**src/rtl/ffc_pkg.sv**
```systemverilog
// ----------------------------------------------------------------------------
// Float format converter package
// Shared action codes, the operand width and a request struct.
// ----------------------------------------------------------------------------
package ffc_pkg;

  localparam int unsigned OperandWidth = 32;

  typedef enum logic [1:0] {
    ActHalfToSingle = 2'd0,
    ActSingleToHalf = 2'd1,
    ActBf16ToSingle = 2'd2,
    ActSingleToBf16 = 2'd3
  } action_e;

  typedef struct packed {
    logic [1:0]              action;
    logic [OperandWidth-1:0] operand;
  } req_t;

endpackage

```
**src/rtl/ffc_req_if.sv**
```systemverilog
// ----------------------------------------------------------------------------
// Float format converter request channel
// Valid/ready channel that carries one action and operand.
// ----------------------------------------------------------------------------
interface ffc_req_if;
  logic        valid;
  logic        ready;
  logic [1:0]  action;
  logic [31:0] operand;
  modport source (output valid, output action, output operand, input ready);
  modport sink (input valid, input action, input operand, output ready);
endinterface

```
**src/rtl/ffc_rsp_if.sv**
```systemverilog
// ----------------------------------------------------------------------------
// Float format converter result channel
// Valid/ready channel that carries one converted pattern.
// ----------------------------------------------------------------------------
interface ffc_rsp_if;
  logic        valid;
  logic        ready;
  logic [31:0] converted;
  modport source (output valid, output converted, input ready);
  modport sink (input valid, input converted, output ready);
endinterface

```
**src/rtl/float_format_converter.sv**
```systemverilog
// ----------------------------------------------------------------------------
// Float format converter
// Converts between binary16, bfloat16 and binary32 bit patterns.
// ----------------------------------------------------------------------------
// A transaction can enter every cycle while no stall holds the pipeline.
// Stage one decodes the operand and finds the half subnormal shift, stage two
// aligns and computes rounding bits, stage three rounds and packs. The result
// register stalls all stages in step while it holds a result and the sink is not ready.
module float_format_converter (
  input  logic         clk_i,
  input  logic         rst_ni,
  ffc_req_if.sink      req,
  ffc_rsp_if.source    rsp
);

  logic       adv;
  logic [2:0] vld_q;

  assign adv       = !vld_q[2] || rsp.ready;
  assign req.ready = adv;
  assign rsp.valid = vld_q[2];

  // Stage 1 registers.
  logic [1:0]  act1_q;
  logic [31:0] op1_q;
  logic [3:0]  lz1_q;

  logic [9:0] hman;
  logic [3:0] lz_d;
  assign hman = req.operand[9:0];

  always_comb begin
    lz_d = 4'd0;
    for (int i = 0; i < 10; i++) begin
      if (hman[i]) lz_d = 4'(10 - i);
    end
  end

  // Stage 2 registers.
  logic [1:0]  act2_q;
  logic [31:0] base2_q;
  logic [15:0] body2_q;
  logic        rnd2_q;
  logic        sgn2_q;
  logic        fix2_q;

  logic [31:0] base_d;
  logic [15:0] body_d;
  logic        rnd_d;
  logic        fix_d;

  always_comb begin
    logic [7:0]  ex;
    logic [22:0] man;
    logic [4:0]  hex;
    logic [9:0]  nm;
    logic [23:0] sig;
    logic [4:0]  sh;
    logic [23:0] q;
    logic [23:0] rem;
    logic [23:0] hw;
    logic [12:0] low;
    ex     = op1_q[30:23];
    man    = op1_q[22:0];
    hex    = op1_q[14:10];
    base_d = '0;
    body_d = '0;
    rnd_d  = 1'b0;
    fix_d  = 1'b0;
    nm     = '0;
    sig    = '0;
    sh     = '0;
    q      = '0;
    rem    = '0;
    hw     = '0;
    low    = '0;
    unique case (ffc_pkg::action_e'(act1_q))
      ffc_pkg::ActHalfToSingle: begin
        if (hex == 5'd0) begin
          if (op1_q[9:0] != 10'd0) begin
            nm = 10'(op1_q[9:0] << lz1_q);
            base_d = {op1_q[15], 8'(8'd113 - 8'(lz1_q)), nm, 13'd0};
          end else begin
            base_d = {op1_q[15], 31'd0};
          end
        end else if (hex == 5'h1F) begin
          base_d = {op1_q[15], 8'hFF, op1_q[9:0], 13'd0};
        end else begin
          base_d = {op1_q[15], 8'(8'(hex) + 8'd112), op1_q[9:0], 13'd0};
        end
      end
      ffc_pkg::ActSingleToHalf: begin
        fix_d = 1'b1;
        if (ex == 8'hFF) begin
          body_d = (man != 23'd0) ? 16'h7E00 : 16'h7C00;
        end else if (ex >= 8'd143) begin
          body_d = 16'h7C00;
        end else if (ex <= 8'd112) begin
          if (ex >= 8'd102) begin
            sig = {1'b1, man};
            sh  = 5'(8'd126 - ex);
            q   = sig >> sh;
            hw  = 24'd1 << (sh - 5'd1);
            rem = sig & ((24'd1 << sh) - 24'd1);
            body_d = q[15:0];
            fix_d  = 1'b0;
            rnd_d  = (rem > hw) || (rem == hw && q[0]);
          end
        end else begin
          body_d = {1'b0, 5'(ex - 8'd112), man[22:13]};
          low    = man[12:0];
          fix_d  = 1'b0;
          rnd_d  = (low > 13'h1000) || (low == 13'h1000 && man[13]);
        end
      end
      ffc_pkg::ActBf16ToSingle: begin
        base_d = {op1_q[15:0], 16'd0};
      end
      ffc_pkg::ActSingleToBf16: begin
        if (ex == 8'hFF && man != 23'd0) begin
          base_d = {16'd0, op1_q[31], 15'h7FC0};
        end else begin
          base_d = {16'd0, op1_q[31:16]};
          rnd_d  = (op1_q[15:0] > 16'h8000) ||
                   (op1_q[15:0] == 16'h8000 && op1_q[16]);
        end
      end
      default: base_d = '0;
    endcase
  end

  // Stage 3: rounding and packing.
  logic [31:0] res_q;
  logic [31:0] res_d;

  always_comb begin
    logic [15:0] b;
    b = body2_q + 16'(rnd2_q);
    unique case (ffc_pkg::action_e'(act2_q))
      ffc_pkg::ActSingleToHalf: begin
        if (!fix2_q && b >= 16'h7C00) b = 16'h7C00;
        res_d = {16'd0, sgn2_q, b[14:0]};
      end
      ffc_pkg::ActSingleToBf16: res_d = {16'd0, 16'(base2_q[15:0] + 16'(rnd2_q))};
      default: res_d = base2_q;
    endcase
  end

  always_ff @(posedge clk_i or negedge rst_ni) begin
    if (!rst_ni) begin
      vld_q <= '0;
    end else if (adv) begin
      vld_q <= {vld_q[1:0], req.valid};
    end
  end

  always_ff @(posedge clk_i) begin
    if (adv) begin
      act1_q  <= req.action;
      op1_q   <= req.operand;
      lz1_q   <= lz_d;
      act2_q  <= act1_q;
      base2_q <= base_d;
      body2_q <= body_d;
      rnd2_q  <= rnd_d;
      sgn2_q  <= op1_q[31];
      fix2_q  <= fix_d;
      res_q   <= res_d;
    end
  end

  assign rsp.converted = res_q;

  a_stall_hold: assert property (@(posedge clk_i) disable iff (!rst_ni)
    rsp.valid && !rsp.ready |=> rsp.valid && $stable(rsp.converted))
    else $error("result changed under stall");
  a_ready: assert property (@(posedge clk_i) disable iff (!rst_ni)
    !rsp.valid |-> req.ready)
    else $error("pipeline stalled without pending result");
  a_latency: assert property (@(posedge clk_i) disable iff (!rst_ni)
    req.valid && req.ready ##1 rsp.ready ##1 rsp.ready |=> rsp.valid)
    else $error("transaction lost in pipeline");
  a_half_hi: assert property (@(posedge clk_i) disable iff (!rst_ni)
    vld_q[1] && adv && act2_q == ffc_pkg::ActSingleToHalf |=> res_q[31:16] == 16'd0)
    else $error("half result upper bits not zero");

endmodule

```
**src/flat_wrapper.sv**
```systemverilog
// flat-port wrapper written by rule: the top's interface ports become plain ports
module float_format_converter_flat 
  (clk_i, rst_ni, req_valid, req_action, req_operand, req_ready, rsp_valid, rsp_converted, rsp_ready);
  ffc_req_if req_i ();
  ffc_rsp_if rsp_i ();
  input  logic clk_i;
  input  logic rst_ni;
  input wire logic [$bits(req_i.valid)-1:0] req_valid;
  input wire logic [$bits(req_i.action)-1:0] req_action;
  input wire logic [$bits(req_i.operand)-1:0] req_operand;
  output wire logic [$bits(req_i.ready)-1:0] req_ready;
  output wire logic [$bits(rsp_i.valid)-1:0] rsp_valid;
  output wire logic [$bits(rsp_i.converted)-1:0] rsp_converted;
  input wire logic [$bits(rsp_i.ready)-1:0] rsp_ready;
  assign req_i.valid = req_valid;
  assign req_i.action = req_action;
  assign req_i.operand = req_operand;
  assign req_ready = req_i.ready;
  assign rsp_valid = rsp_i.valid;
  assign rsp_converted = rsp_i.converted;
  assign rsp_i.ready = rsp_ready;
  float_format_converter u_core (.clk_i(clk_i), .rst_ni(rst_ni), .req(req_i), .rsp(rsp_i));
endmodule
```
**config.mk**
```make
export PLATFORM = sky130hd
export DESIGN_NAME = float_format_converter_flat
export DESIGN_NICKNAME = d
export VERILOG_FILES = /design/src/rtl/ffc_pkg.sv /design/src/rtl/ffc_req_if.sv /design/src/rtl/ffc_rsp_if.sv /design/src/rtl/float_format_converter.sv /design/src/flat_wrapper.sv
export SDC_FILE = /design/constraint.sdc
export NUM_CORES = 1
export LEC_CHECK = 0
export ABC_AREA = 1
export BUFFER_PORTS_ARGS = -buffer_cell sky130_fd_sc_hd__buf_4
export CORE_UTILIZATION = 40
export DETAILED_ROUTE_END_ITERATION = 6
export PLACE_DENSITY = 0.62
export SLEW_MARGIN = 10
export SYNTH_ARGS = -nofsm -noshare
export SYNTH_HDL_FRONTEND = slang
export SYNTH_SLANG_ARGS = --single-unit
export TNS_END_PERCENT = 5
```
**constraint.sdc**
```tcl
create_clock -name clk_i -period 7.44 [get_ports clk_i]
set_clock_uncertainty 0.05 [all_clocks]
set_input_delay 1.488 -clock clk_i [delete_from_list [all_inputs] [get_ports clk_i]]
set_output_delay 1.488 -clock clk_i [all_outputs]
set_load 0.05 [all_outputs]
```
==> summary.txt, run 1 <==
Die
  – Ports: 72
  – Core area: 0.0226 mm^2
  – Die Footprint: 0.0237 mm^2
  – Num rows: 55
  – Die X: 154 um
  – Initial Utilization: 40.8%
  – Die height: 154 um

CTS
  – Clock root cell: clkbuf_16
  – CTS tree: done
  – CTS buffer count: 17
  – PostCTS Resize Cnt: 0
  – Clock-pin transition on the worst setup and hold timing paths: 0.06 ns
  – H-tree depth: 4
  – Sink Count: 126
  – Post-CTS Setup Inserts: 0
  – Max clock buf depth: 2
  – Hold-fix buffers, CTS: 0
  – Worst skew pair latency: 0.43 ns

Drt
  – Vias per cell: 5.38
  – Drt wl/cell: 17.0 um
  – Drt total wl: 27.3 mm
  – Vias: 8649
  – 1st-pass router iterations: 6
  – DRT iter0 DRCs: 722
  – Number of remaining DRC errors: 0
  – Remaining antenna violation count: 0

Power and ir drop
  – Leakage: 4.72 nW
  – VDD IR-drop max: 176 uV
  – Pwr per Cell Area: 309 mW/mm^2
  – Power Total: 3.27 mW

Critical path
  – Critical path type: flop to flop
  – Critical path's slowest cell: nand2_1
  – Reg2Reg Capture Point: u_core.rnd2_q$_DFFE_PP_
  – CP endpoint kind: flop
  – CP arrival: 4.75 ns
  – Crit path max fanout: 48
  – Worst stage delay on the critical path: 0.57 ns
  – Worst R2R Start: u_core.op1_q[23]$_DFFE_PP_
  – R2R depth: 27
  – Critical Path RT: 7.68 ns
  – Top delay family on crit path: simple AND/OR/NAND/NOR gates
  – R2r setup slk: 2.93 ns
  – CP bufs+invs: 5
  – CP startpoint kind: flop

Synth
  – Synth Area per Inst: 7.37 um^2
  – Synth cell types: 48
  – Area of the mapped netlist: 0.00925 mm^2
  – Yosys warnings: 0
  – Syn Nets: 1330
  – Synth async-reset ratio: 2.38%
  – Post-synth EDFFs: 123
  – Number of register bits inferred by synthesis: 126
  – Top FF cell, synth: edfxtp_1
  – Register area share after synthesis: 40.8%
  – Synth Instances: 1254

Final layout
  – Antenna Cells: 0
  – Commonest non-fill, non-tap cell in the layout: nand2_1
  – Final nets: 1385
  – Layout Area Growth over Synthesis: 14.5%
  – Multi-input logic area: 0.00478 mm^2
  – Fillers: 2271
  – Layout cells sized above 1: 11.3%
  – Most frequent cells in the layout: nand2_1 (362), nor2_1 (142), inv_1 (125)
  – Non-filler cells, final: 1607
  – Register area: 0.00377 mm^2

Global routing
  – Vias in the first global route: 8031
  – Overall Global Routing Usage: 23.6%
  – GRT overflow: 0
  – Largest net degree at the start of global routing: 66
  – Initial antenna violation count: 1
  – Global-route wire length before repair: 43.0 mm

Run
  – Max Cap Viol: 0

Hold path
  – Hold Path Class: flop to flop
  – WHS Path Cells: 2
  – Hold Path Origin: u_core.vld_q[1]$_DFFE_PN0P_
  – Hold path endpoint: u_core.vld_q[2]$_DFFE_PN0P_

Timing
  – Setup violations, final: 0
  – Unrepaired setup endpoints after global routing: no
  – Tmin final: 4.51 ns
  – Setup TNS: 0 ns
  – Hold Fails Final Rpt: 0
  – Slew at the pin closest to its max-slew limit: 0.961 ns
  – Fin crit share: 60.6%
  – Max-slew violations: 0
  – Max Freq: 222 MHz
  – Slew margin rel.: 35.4%

Place
  – Count of input and output buffers: 71
  – Inst Count DP: 1575
  – Dpl hpwl: 20.7 mm
  – Final Wtd Congestion: 0.952

Outcome
  – Status: complete, no violations
==> flip-flops by register name, summed over array words and instances, names as in the netlist <==
register              cells
u_core.base2_q           32
u_core.op1_q             32
u_core.rsp.converted     32
u_core.body2_q           16
u_core.lz1_q              4
u_core.vld_q              3
u_core.act1_q             2
u_core.act2_q             2
u_core.fix2_q             1
u_core.rnd2_q             1
u_core.sgn2_q             1
==> metal layers <==
layer	global-route usage (%)	up-vias	share of wire, %
li1	-	4329	-
met1	30.5	3933	43
met2	39.3	336	47
met3	4.40	51	7.0
met4	8.48	0	2.7
met5	0	-	0
==> worst max path at each step <==
stage	startpoint	end	cells after the start	slack [ns]
5_1_grt	u_core.op1_q[23]$_DFFE_PP_	u_core.rnd2_q$_DFFE_PP_	27	2.51
3_5_place_dp	u_core.op1_q[23]$_DFFE_PP_	u_core.rnd2_q$_DFFE_PP_	27	3.03
4_1_cts	u_core.op1_q[23]$_DFFE_PP_	u_core.rnd2_q$_DFFE_PP_	27	3.01
6_report	u_core.op1_q[23]$_DFFE_PP_	u_core.rnd2_q$_DFFE_PP_	27	2.93
2_1_floorplan	rsp_ready	req_ready	2	1.42
3_3_place_gp	u_core.op1_q[23]$_DFFE_PP_	u_core.rnd2_q$_DFFE_PP_	27	3.09
==> worst reg2reg max path: cells and delay by family, from the launching register on <==
kind	cells	cell delay [ns]
DFF	1	0.32
AOI/OAI and AO/OA	1	0.13
and+or+nand+nor	19	2.51
adders and majority gates	2	0.43
buffers and inverters	5	0.94
==> kinds of logic (layout without fill, tap and decap cells) <==
kind of cell | count (synthesis) | after routing | share of synthesized area (%)
AND/OR/NAND/NOR | 680 | 680 | 31.1
AO/OA/AOI/OAI | 212 | 212 | 12.9
XOR/XNOR | 22 | 22 | 2.16
buffers and inverters | 173 | 241 | 7.63
multiplexers | 3 | 3 | 0.338
adder cells (fa/ha/maj) | 38 | 38 | 5.14
flip-flops | 126 | 126 | 40.8
==> layout make-up <==
cell class	count	share of cell area, %
sequential	126	35.6
clock inverter	14	1.74
multi-input combinational	955	45.2
clock buffer	18	4.05
timing repair buffer	75	5.32
tap	285	3.37
inverter	134	4.77
==> report_power, final <==
group | switching [mW] | leakage (nW) | internal [mW]
Sequential | 0.128 | 1.33 | 0.986
Clock | 0.338 | 0.297 | 0.533
Combinational | 0.907 | 3.09 | 0.383
==> cell usage after synthesis, types with 2 or more instances <==
master / number / share of area [%]
o31ai_1: 2 / 0.16
inv_2: 5 / 0.20
edfxtp_1: 123 / 40
clkbuf_1: 19 / 0.77
o21ai_0: 103 / 5.6
a31oi_1: 3 / 0.20
dfrtp_1: 3 / 0.81
o21a_1: 4 / 0.32
or2_2: 5 / 0.34
nor3_1: 16 / 0.87
nand3_1: 103 / 5.6
buf_1: 3 / 0.12
nand4_1: 13 / 0.88
a21oi_1: 53 / 2.9
o21bai_1: 2 / 0.16
inv_1: 125 / 5.1
o21ai_1: 7 / 0.38
o22ai_1: 8 / 0.54
buf_2: 10 / 0.54
buf_4: 3 / 0.24
xor2_1: 15 / 1.4
mux2i_1: 2 / 0.22
nor2_4: 5 / 0.61
nor2_2: 13 / 0.88
a21boi_0: 3 / 0.24
xnor2_1: 6 / 0.57
nor4_1: 10 / 0.68
buf_6: 4 / 0.49
o21ai_2: 7 / 0.66
nor2_1: 142 / 5.8
nand2_2: 3 / 0.20
nand2_1: 363 / 15
clkinv_1: 3 / 0.12
ha_1: 38 / 5.1
and2_1: 3 / 0.20
o211ai_1: 15 / 1.2
==> per-stage QoR <==
step / setup WS [ns] / util, % / area (um^2) / hold WS (ns)
4_1_cts: 3.01 / 46.8 / 10600 / 0.415
6_report: 2.93 / 46.8 / 10600 / 0.408
3_3_place_gp: 3.09 / 44.1 / 9970 / 0.388
3_5_place_dp: 3.03 / 44.1 / 9970 / 0.398
5_1_grt: 2.51 / 46.8 / 10600 / 0.445
2_1_floorplan: 1.42 / - / 9250 / 0.370
(Power assumes the default switching activity.)
==> run 2, diff against run 1 <==
Settings changed: ABC_AREA 1 to 0.
Clock period 7.44 ns to 4.3 ns, I/O delays scaled along.
==> run 2 against run 1 <==
Compared with the run above: wire length shrank 8.6%; critical path depth fell by 10; total power increased by 70%; area after synthesis down 3.3%; core utilization rose by 0.93 points; final cell count is 20% lower; combinational power rose by 64%; hold slack lost 0.25 ns; via count down 13%; first-iteration DRC count increased by 11%; setup slack lost 2.7 ns; fmax is 11% higher; critical endpoint unchanged; largest power group unchanged; highest routed layer unchanged.
==> summary.txt, run 2 <==
Outcome
  – Status: complete, no violations

Synth
  – Area of the mapped netlist: 0.00894 mm^2
  – Top FF cell, synth: edfxtp_1
  – Ranking of synthesized cells by area: edfxtp_1 (41%), ha_1 (5.3%), mux2i_1 (5.3%), nand2_1 (4.6%), a21oi_1 (3.2%)
  – Most frequent cells after synthesis: edfxtp_1 (123), nand2_1 (110), nor2_1 (62), a21oi_1 (58)
  – Post-synth EDFFs: 123
  – Yosys warnings: 0
  – Synth cell types: 75
  – Post-synth top area cell: edfxtp_1
  – Synth top area share: 41.3%
  – Count leader, synth: edfxtp_1
  – Syn Nets: 1008
  – Register area share after synthesis: 42.1%
  – Number of register bits inferred by synthesis: 126
  – Synth Instances: 932
  – Synth async-reset ratio: 2.38%
  – Synth Area per Inst: 9.60 um^2

Critical path
  – Cell Chain, Critical Path: ha_1, and3b_1, o221ai_2, nand2_1, nand3_1, ha_1, buf_4, a31o_2, nand2_1, a221oi_2, mux2i_1, ha_1, nand4_1, nor3_1, a2111oi_0, o31a_1, o21ai_0
  – Crit path launch: u_core.op1_q[23]$_DFFE_PP_
  – CP startpoint kind: flop
  – Critical Path RT: 4.41 ns
  – R2r setup slk: 0.24 ns
  – Worst stage delay on the critical path: 0.40 ns
  – R2R depth: 17
  – CP endpoint kind: flop
  – CP arrival: 4.17 ns
  – Reg2Reg Capture Point: u_core.rnd2_q$_DFFE_PP_
  – Critical path's slowest cell: edfxtp_1
  – Most used cell, CP: ha_1
  – Critical path type: flop to flop
  – Worst R2R Start: u_core.op1_q[23]$_DFFE_PP_
  – Crit path max fanout: 9

Timing
  – Max-slew violations: 0
  – Setup violations, final: 0
  – Hold Fails Final Rpt: 0
  – Slew margin rel.: 43.4%
  – Unrepaired setup endpoints after global routing: no
  – Slew at the pin closest to its max-slew limit: 0.850 ns
  – Tmin final: 4.06 ns
  – Setup TNS: 0 ns
  – Max Freq: 246 MHz
  – Fin crit share: 94.4%
  – PnR worst setup slack: 0.242 ns

Place
  – Count of input and output buffers: 71
  – Pre-CTS WS: 0.205 ns
  – Final Wtd Congestion: 0.954
  – Dpl hpwl: 18.0 mm
  – Inst Count DP: 1252

Die
  – Die X: 152 um
  – Die Footprint: 0.0230 mm^2
  – Num rows: 54
  – Die height: 152 um
  – Core area: 0.0219 mm^2
  – Ports: 72
  – Initial Utilization: 40.9%

Final layout
  – Fillers: 2083
  – Register area: 0.00377 mm^2
  – Layout cells sized above 1: 17.2%
  – Multi-input logic area: 0.00486 mm^2
  – Commonest non-fill, non-tap cell in the layout: edfxtp_1
  – Antenna Cells: 0
  – Most frequent cells in the layout: edfxtp_1 (123), nand2_1 (110), buf_4 (103)
  – Non-filler cells, final: 1284
  – Final nets: 1067
  – Layout Area Growth over Synthesis: 16.7%

Global routing
  – Initial antenna violation count: 0
  – Global-route wire length before repair: 38.6 mm
  – Overall Global Routing Usage: 22.3%
  – Vias in the first global route: 7004
  – GRT overflow: 0
  – Largest net degree at the start of global routing: 50

CTS
  – Max clock buf depth: 2
  – CTS buffer count: 17
  – Worst skew pair latency: 0.43 ns
  – Clock-pin transition on the worst setup and hold timing paths: 0.07 ns
  – H-tree depth: 4
  – Post-CTS Setup Inserts: 0
  – CTS tree: done
  – Clock root cell: clkbuf_16
  – Sink Count: 126

Power and ir drop
  – Switching share of power: 39.2%
  – VDD IR-drop max: 260 uV
  – Net switching power: 2.18 mW
  – Clk pwr share: 27.3%
  – Leakage: 4.00 nW
  – Combinational power share: 37.9%
  – Power Internal: 3.38 mW
  – Sequential Power Share: 34.9%
  – Pwr per Cell Area: 533 mW/mm^2

Drt
  – Remaining antenna violation count: 0
  – DRT iter0 DRCs: 799
  – Vias: 7534
  – Drt total wl: 25.0 mm
  – Number of remaining DRC errors: 0
  – Vias per cell: 5.87
  – Drt wl/cell: 19.4 um
  – 1st-pass router iterations: 5

Run
  – Max Cap Viol: 0

Hold path
  – Hold Path Class: input port to asynchronous set/reset pin
[run 2: cell types whose count changed after synthesis, sizes merged, moves of 14 or more]
| cell | delta |
|---|---|
| nand3 | -55 |
| mux2i | +45 |
| o21ai | -70 |
| nand2 | -257 |
| nor2b | +39 |
| inv | -111 |
| nor2 | -98 |
| a31oi | +14 |
| and2 | +17 |
| clkbuf | +29 |
[run 2: worst max-delay path: cells and delay by family, from the launching register on]
kind,cells,cell delay (ns)
multiplexers,1,0.24
adder cells (fa/ha/maj),3,0.75
buffers and inverters,1,0.16
flip-flops,1,0.40
AND/OR/NAND/NOR,6,0.85
AO/OA/AOI/OAI,6,1.34
[run 2: stage by stage]
stage	area [um^2]	utilization (%)	hold slack, ns	total power, mW
6_report	10400	47.7	0.163	5.57
3_3_place_gp	9810	44.8	0.390	4.02
5_1_grt	10400	47.7	0.148	5.86
2_1_floorplan	8950	-	0.374	3.41
3_5_place_dp	9810	44.8	0.396	4.03
4_1_cts	10400	47.6	0.149	5.56
[run 2: worst max-delay path by stage]
stage / to / slack (ns)
3_5_place_dp: u_core.rnd2_q$_DFFE_PP_ / 0.21
3_3_place_gp: u_core.rnd2_q$_DFFE_PP_ / 0.36
6_report: u_core.rnd2_q$_DFFE_PP_ / 0.24
4_1_cts: u_core.rnd2_q$_DFFE_PP_ / 0.19
5_1_grt: u_core.rnd2_q$_DFFE_PP_ / 0.05
2_1_floorplan: u_core.rnd2_q$_DFFE_PP_ / -0.47
[run 2: area by class of cell]
class                           count  area share [%]
Tap cell                          280            3.36
Clock buffer                       17            4.07
Sequential cell                   126            36.1
Timing Repair Buffer              103            7.41
Multi-Input combinational cell    721            46.5
Clock inverter                     15            1.76
Inverter                           22           0.791
[run 2: logic make-up after synthesis]
group,synth area share (%)
xor+xnor,2.81
compound gates,16.0
simple gates,20.6
buf+inv,3.83
fa+ha+maj,5.32
mux,9.25
flops,42.1
[run 2: layer usage]
layer  part of all wire, %  vias up  GRT usage, %
met5                     0        -             0
met4                   2.3        0          8.07
met3                   6.6       46          3.86
met2                    47      314          34.9
met1                    44     3546          30.9
li1                      -     3628             -
[run 2: repair_timing]
action	CTS	global route
hold buffers	0	0
endpoints found under the setup margin	0	1
gates resized for setup	0	5
[run 2: power by group through the flow]
| stage | Clock (mW) | Combinational, mW | Sequential [mW] |
|---|---|---|---|
| 6_report | 1.52 | 2.11 | 1.94 |
| 3_5_place_dp | 0 | 2.07 | 1.96 |
| 2_1_floorplan | 0 | 1.24 | 2.17 |
| 3_3_place_gp | 0 | 2.06 | 1.96 |
| 4_1_cts | 1.54 | 2.08 | 1.94 |
| 5_1_grt | 1.59 | 2.29 | 1.97 |
==> run 3, diff against run 2 <==
==> constraint.sdc (replaced) <==
create_clock -name clk_i -period 4.3 [get_ports clk_i]
set_clock_uncertainty 0.05 [all_clocks]
set_input_delay 0.215 -clock clk_i [delete_from_list [all_inputs] [get_ports clk_i]]
set_output_delay 0.215 -clock clk_i [all_outputs]
set_load 0.05 [all_outputs]
==> run 3 against run 2 <==
Compared with the run above: core utilization is 2.0 points higher; count of clock-buffer cells in the layout stayed put; global-route usage is 0.58 points higher; sequential power hardly changed; hold slack worse by 0.10 ns; final cell count is 2.9% higher; first-iteration DRC count is 14% lower; die area stayed put; critical endpoint unchanged; clock power is 6% higher; non-clock buffer count is 37 higher; critical path type unchanged; via count is 2.7% higher.
==> summary.txt, run 3 (synthesized netlist as in run 2, its figures left out) <==
Power and ir drop
  – VDD IR-drop max: 231 uV
  – Pwr per Cell Area: 524 mW/mm^2
  – Leakage: 4.18 nW
  – Power Total: 5.70 mW

Timing
  – Setup violations, final: 0
  – PnR worst setup slack: 0.263 ns
  – Max Freq: 248 MHz
  – Max-slew violations: 0
  – Unrepaired setup endpoints after global routing: no
  – Hold Fails Final Rpt: 0
  – Tmin final: 4.04 ns
  – Fin crit share: 93.9%
  – Slew margin rel.: 42.5%
  – Slew at the pin closest to its max-slew limit: 0.854 ns

Final layout
  – Layout cells sized above 1: 16.9%
  – Layout Area Growth over Synthesis: 21.6%
  – Commonest non-fill, non-tap cell in the layout: edfxtp_1
  – Antenna Cells: 0
  – Final nets: 1104
  – Most frequent cells in the layout: edfxtp_1 (123), nand2_1 (110), buf_4 (103)

Die
  – Initial Utilization: 40.9%
  – Ports: 72
  – Die X: 152 um
  – Die height: 152 um
  – Core area: 0.0219 mm^2
  – Num rows: 54
  – Die Footprint: 0.0230 mm^2

Critical path
  – CP arrival: 4.15 ns
  – CP endpoint kind: flop
  – Critical path type: flop to flop
  – CP startpoint kind: flop
  – Critical Path RT: 4.41 ns
  – Crit path max fanout: 18

Hold path
  – Hold Path Class: input port to asynchronous set/reset pin

Run
  – Max Cap Viol: 0

CTS
  – H-tree depth: 4
  – Worst skew pair latency: 0.43 ns
  – Clock root cell: clkbuf_16
  – Sink Count: 126
  – CTS buffer count: 17
  – Max clock buf depth: 2
  – Post-CTS Setup Inserts: 0
  – Clock-pin transition on the worst setup and hold timing paths: 0.07 ns
  – CTS tree: done

Global routing
  – GRT overflow: 0
  – Initial antenna violation count: 0
  – Largest net degree at the start of global routing: 80
  – Overall Global Routing Usage: 22.9%
  – Global-route wire length before repair: 39.9 mm
  – Vias in the first global route: 7430

Outcome
  – Status: complete, no violations

Drt
  – Remaining antenna violation count: 0
  – Drt total wl: 25.4 mm
  – Drt wl/cell: 19.2 um
  – Number of remaining DRC errors: 0
  – Vias per cell: 5.86
  – DRT iter0 DRCs: 686
  – 1st-pass router iterations: 6
  – Vias: 7740

Place
  – Pre-CTS WS: 0.106 ns
  – Final Wtd Congestion: 0.939
  – Count of input and output buffers: 71
  – Dpl hpwl: 18.3 mm
[run 3: critical path, cell delays in order, from the launching register on]
cell and delay, ns:
edfxtp_1 0.40, buf_4 0.18, buf_4 0.21, ha_1 0.23
or3_1 0.54, nor2_1 0.25, a21oi_1 0.15, or3b_1 0.43
mux2i_1 0.14, ha_1 0.32, a21o_1 0.16, a21oi_1 0.14
nor2b_1 0.07, a2111oi_2 0.22, o31a_1 0.19, o21ai_0 0.08
[run 3: where the power goes]
| part | switching [mW] | internal [mW] |
|---|---|---|
| logic | 1.34 | 0.805 |
| registers | 0.255 | 1.69 |
| clock network | 0.618 | 0.992 |
| total | 2.22 | 3.49 |
[run 3: what timing repair did]
action,4_1_cts,5_1_grt
gates resized for setup,0,8
endpoints found under the hold margin,38,0
endpoints found under the setup margin,0,1
hold buffers,36,0
[run 3: final timing paths]
| path | start | end | slack (ns) | depth (start not counted) |
|---|---|---|---|---|
| worst max-delay path | u_core.op1_q[23]$_DFFE_PP_ | u_core.rnd2_q$_DFFE_PP_ | 0.26 | 15 |
| worst min-delay path | rst_ni | u_core.vld_q[2]$_DFFE_PN0P_ | 0.06 | 2 |
| worst max register to register | u_core.op1_q[23]$_DFFE_PP_ | u_core.rnd2_q$_DFFE_PP_ | 0.26 | 15 |
| worst min register to register | u_core.vld_q[1]$_DFFE_PN0P_ | u_core.vld_q[2]$_DFFE_PN0P_ | 0.41 | 1 |
| max in group asynchronous | rst_ni | u_core.vld_q[0]$_DFFE_PN0P_ | 4.05 | 2 |
| min in group clk_i | u_core.vld_q[1]$_DFFE_PN0P_ | u_core.vld_q[2]$_DFFE_PN0P_ | 0.41 | 1 |
[run 3: per-stage QoR]
stage               cell area, um^2  TNS (ns)  utilization, %  hold WS (ns)  instances
CTS                           10800         0            49.5        0.0464       1321
global placement               9830         0            44.9       -0.0436       1253
detailed placement             9830         0            44.9       -0.0429       1253
floorplan                      8950    -0.240               -        -0.131        932
global route                  10900         0            49.7        0.0716       1321
finish                        10900         0            49.7        0.0622       1321
[run 3: cell type report]
class | instances | area, um^2
fill | 2053 | 11000
multi-input combinational | 721 | 4870
sequential | 126 | 3770
timing repair buffer | 140 | 1150
clock buffer | 17 | 425
tap | 280 | 350
clock inverter | 15 | 223
inverter | 22 | 82.6
[run 3: layer usage]
| layer | part of all wire, % | global-route usage, % |
|---|---|---|
| met4 | 3.3 | 10.1 |
| met2 | 46 | 36.3 |
| met3 | 6.9 | 5.00 |
| met5 | 0 | 0 |
| met1 | 44 | 29.8 |
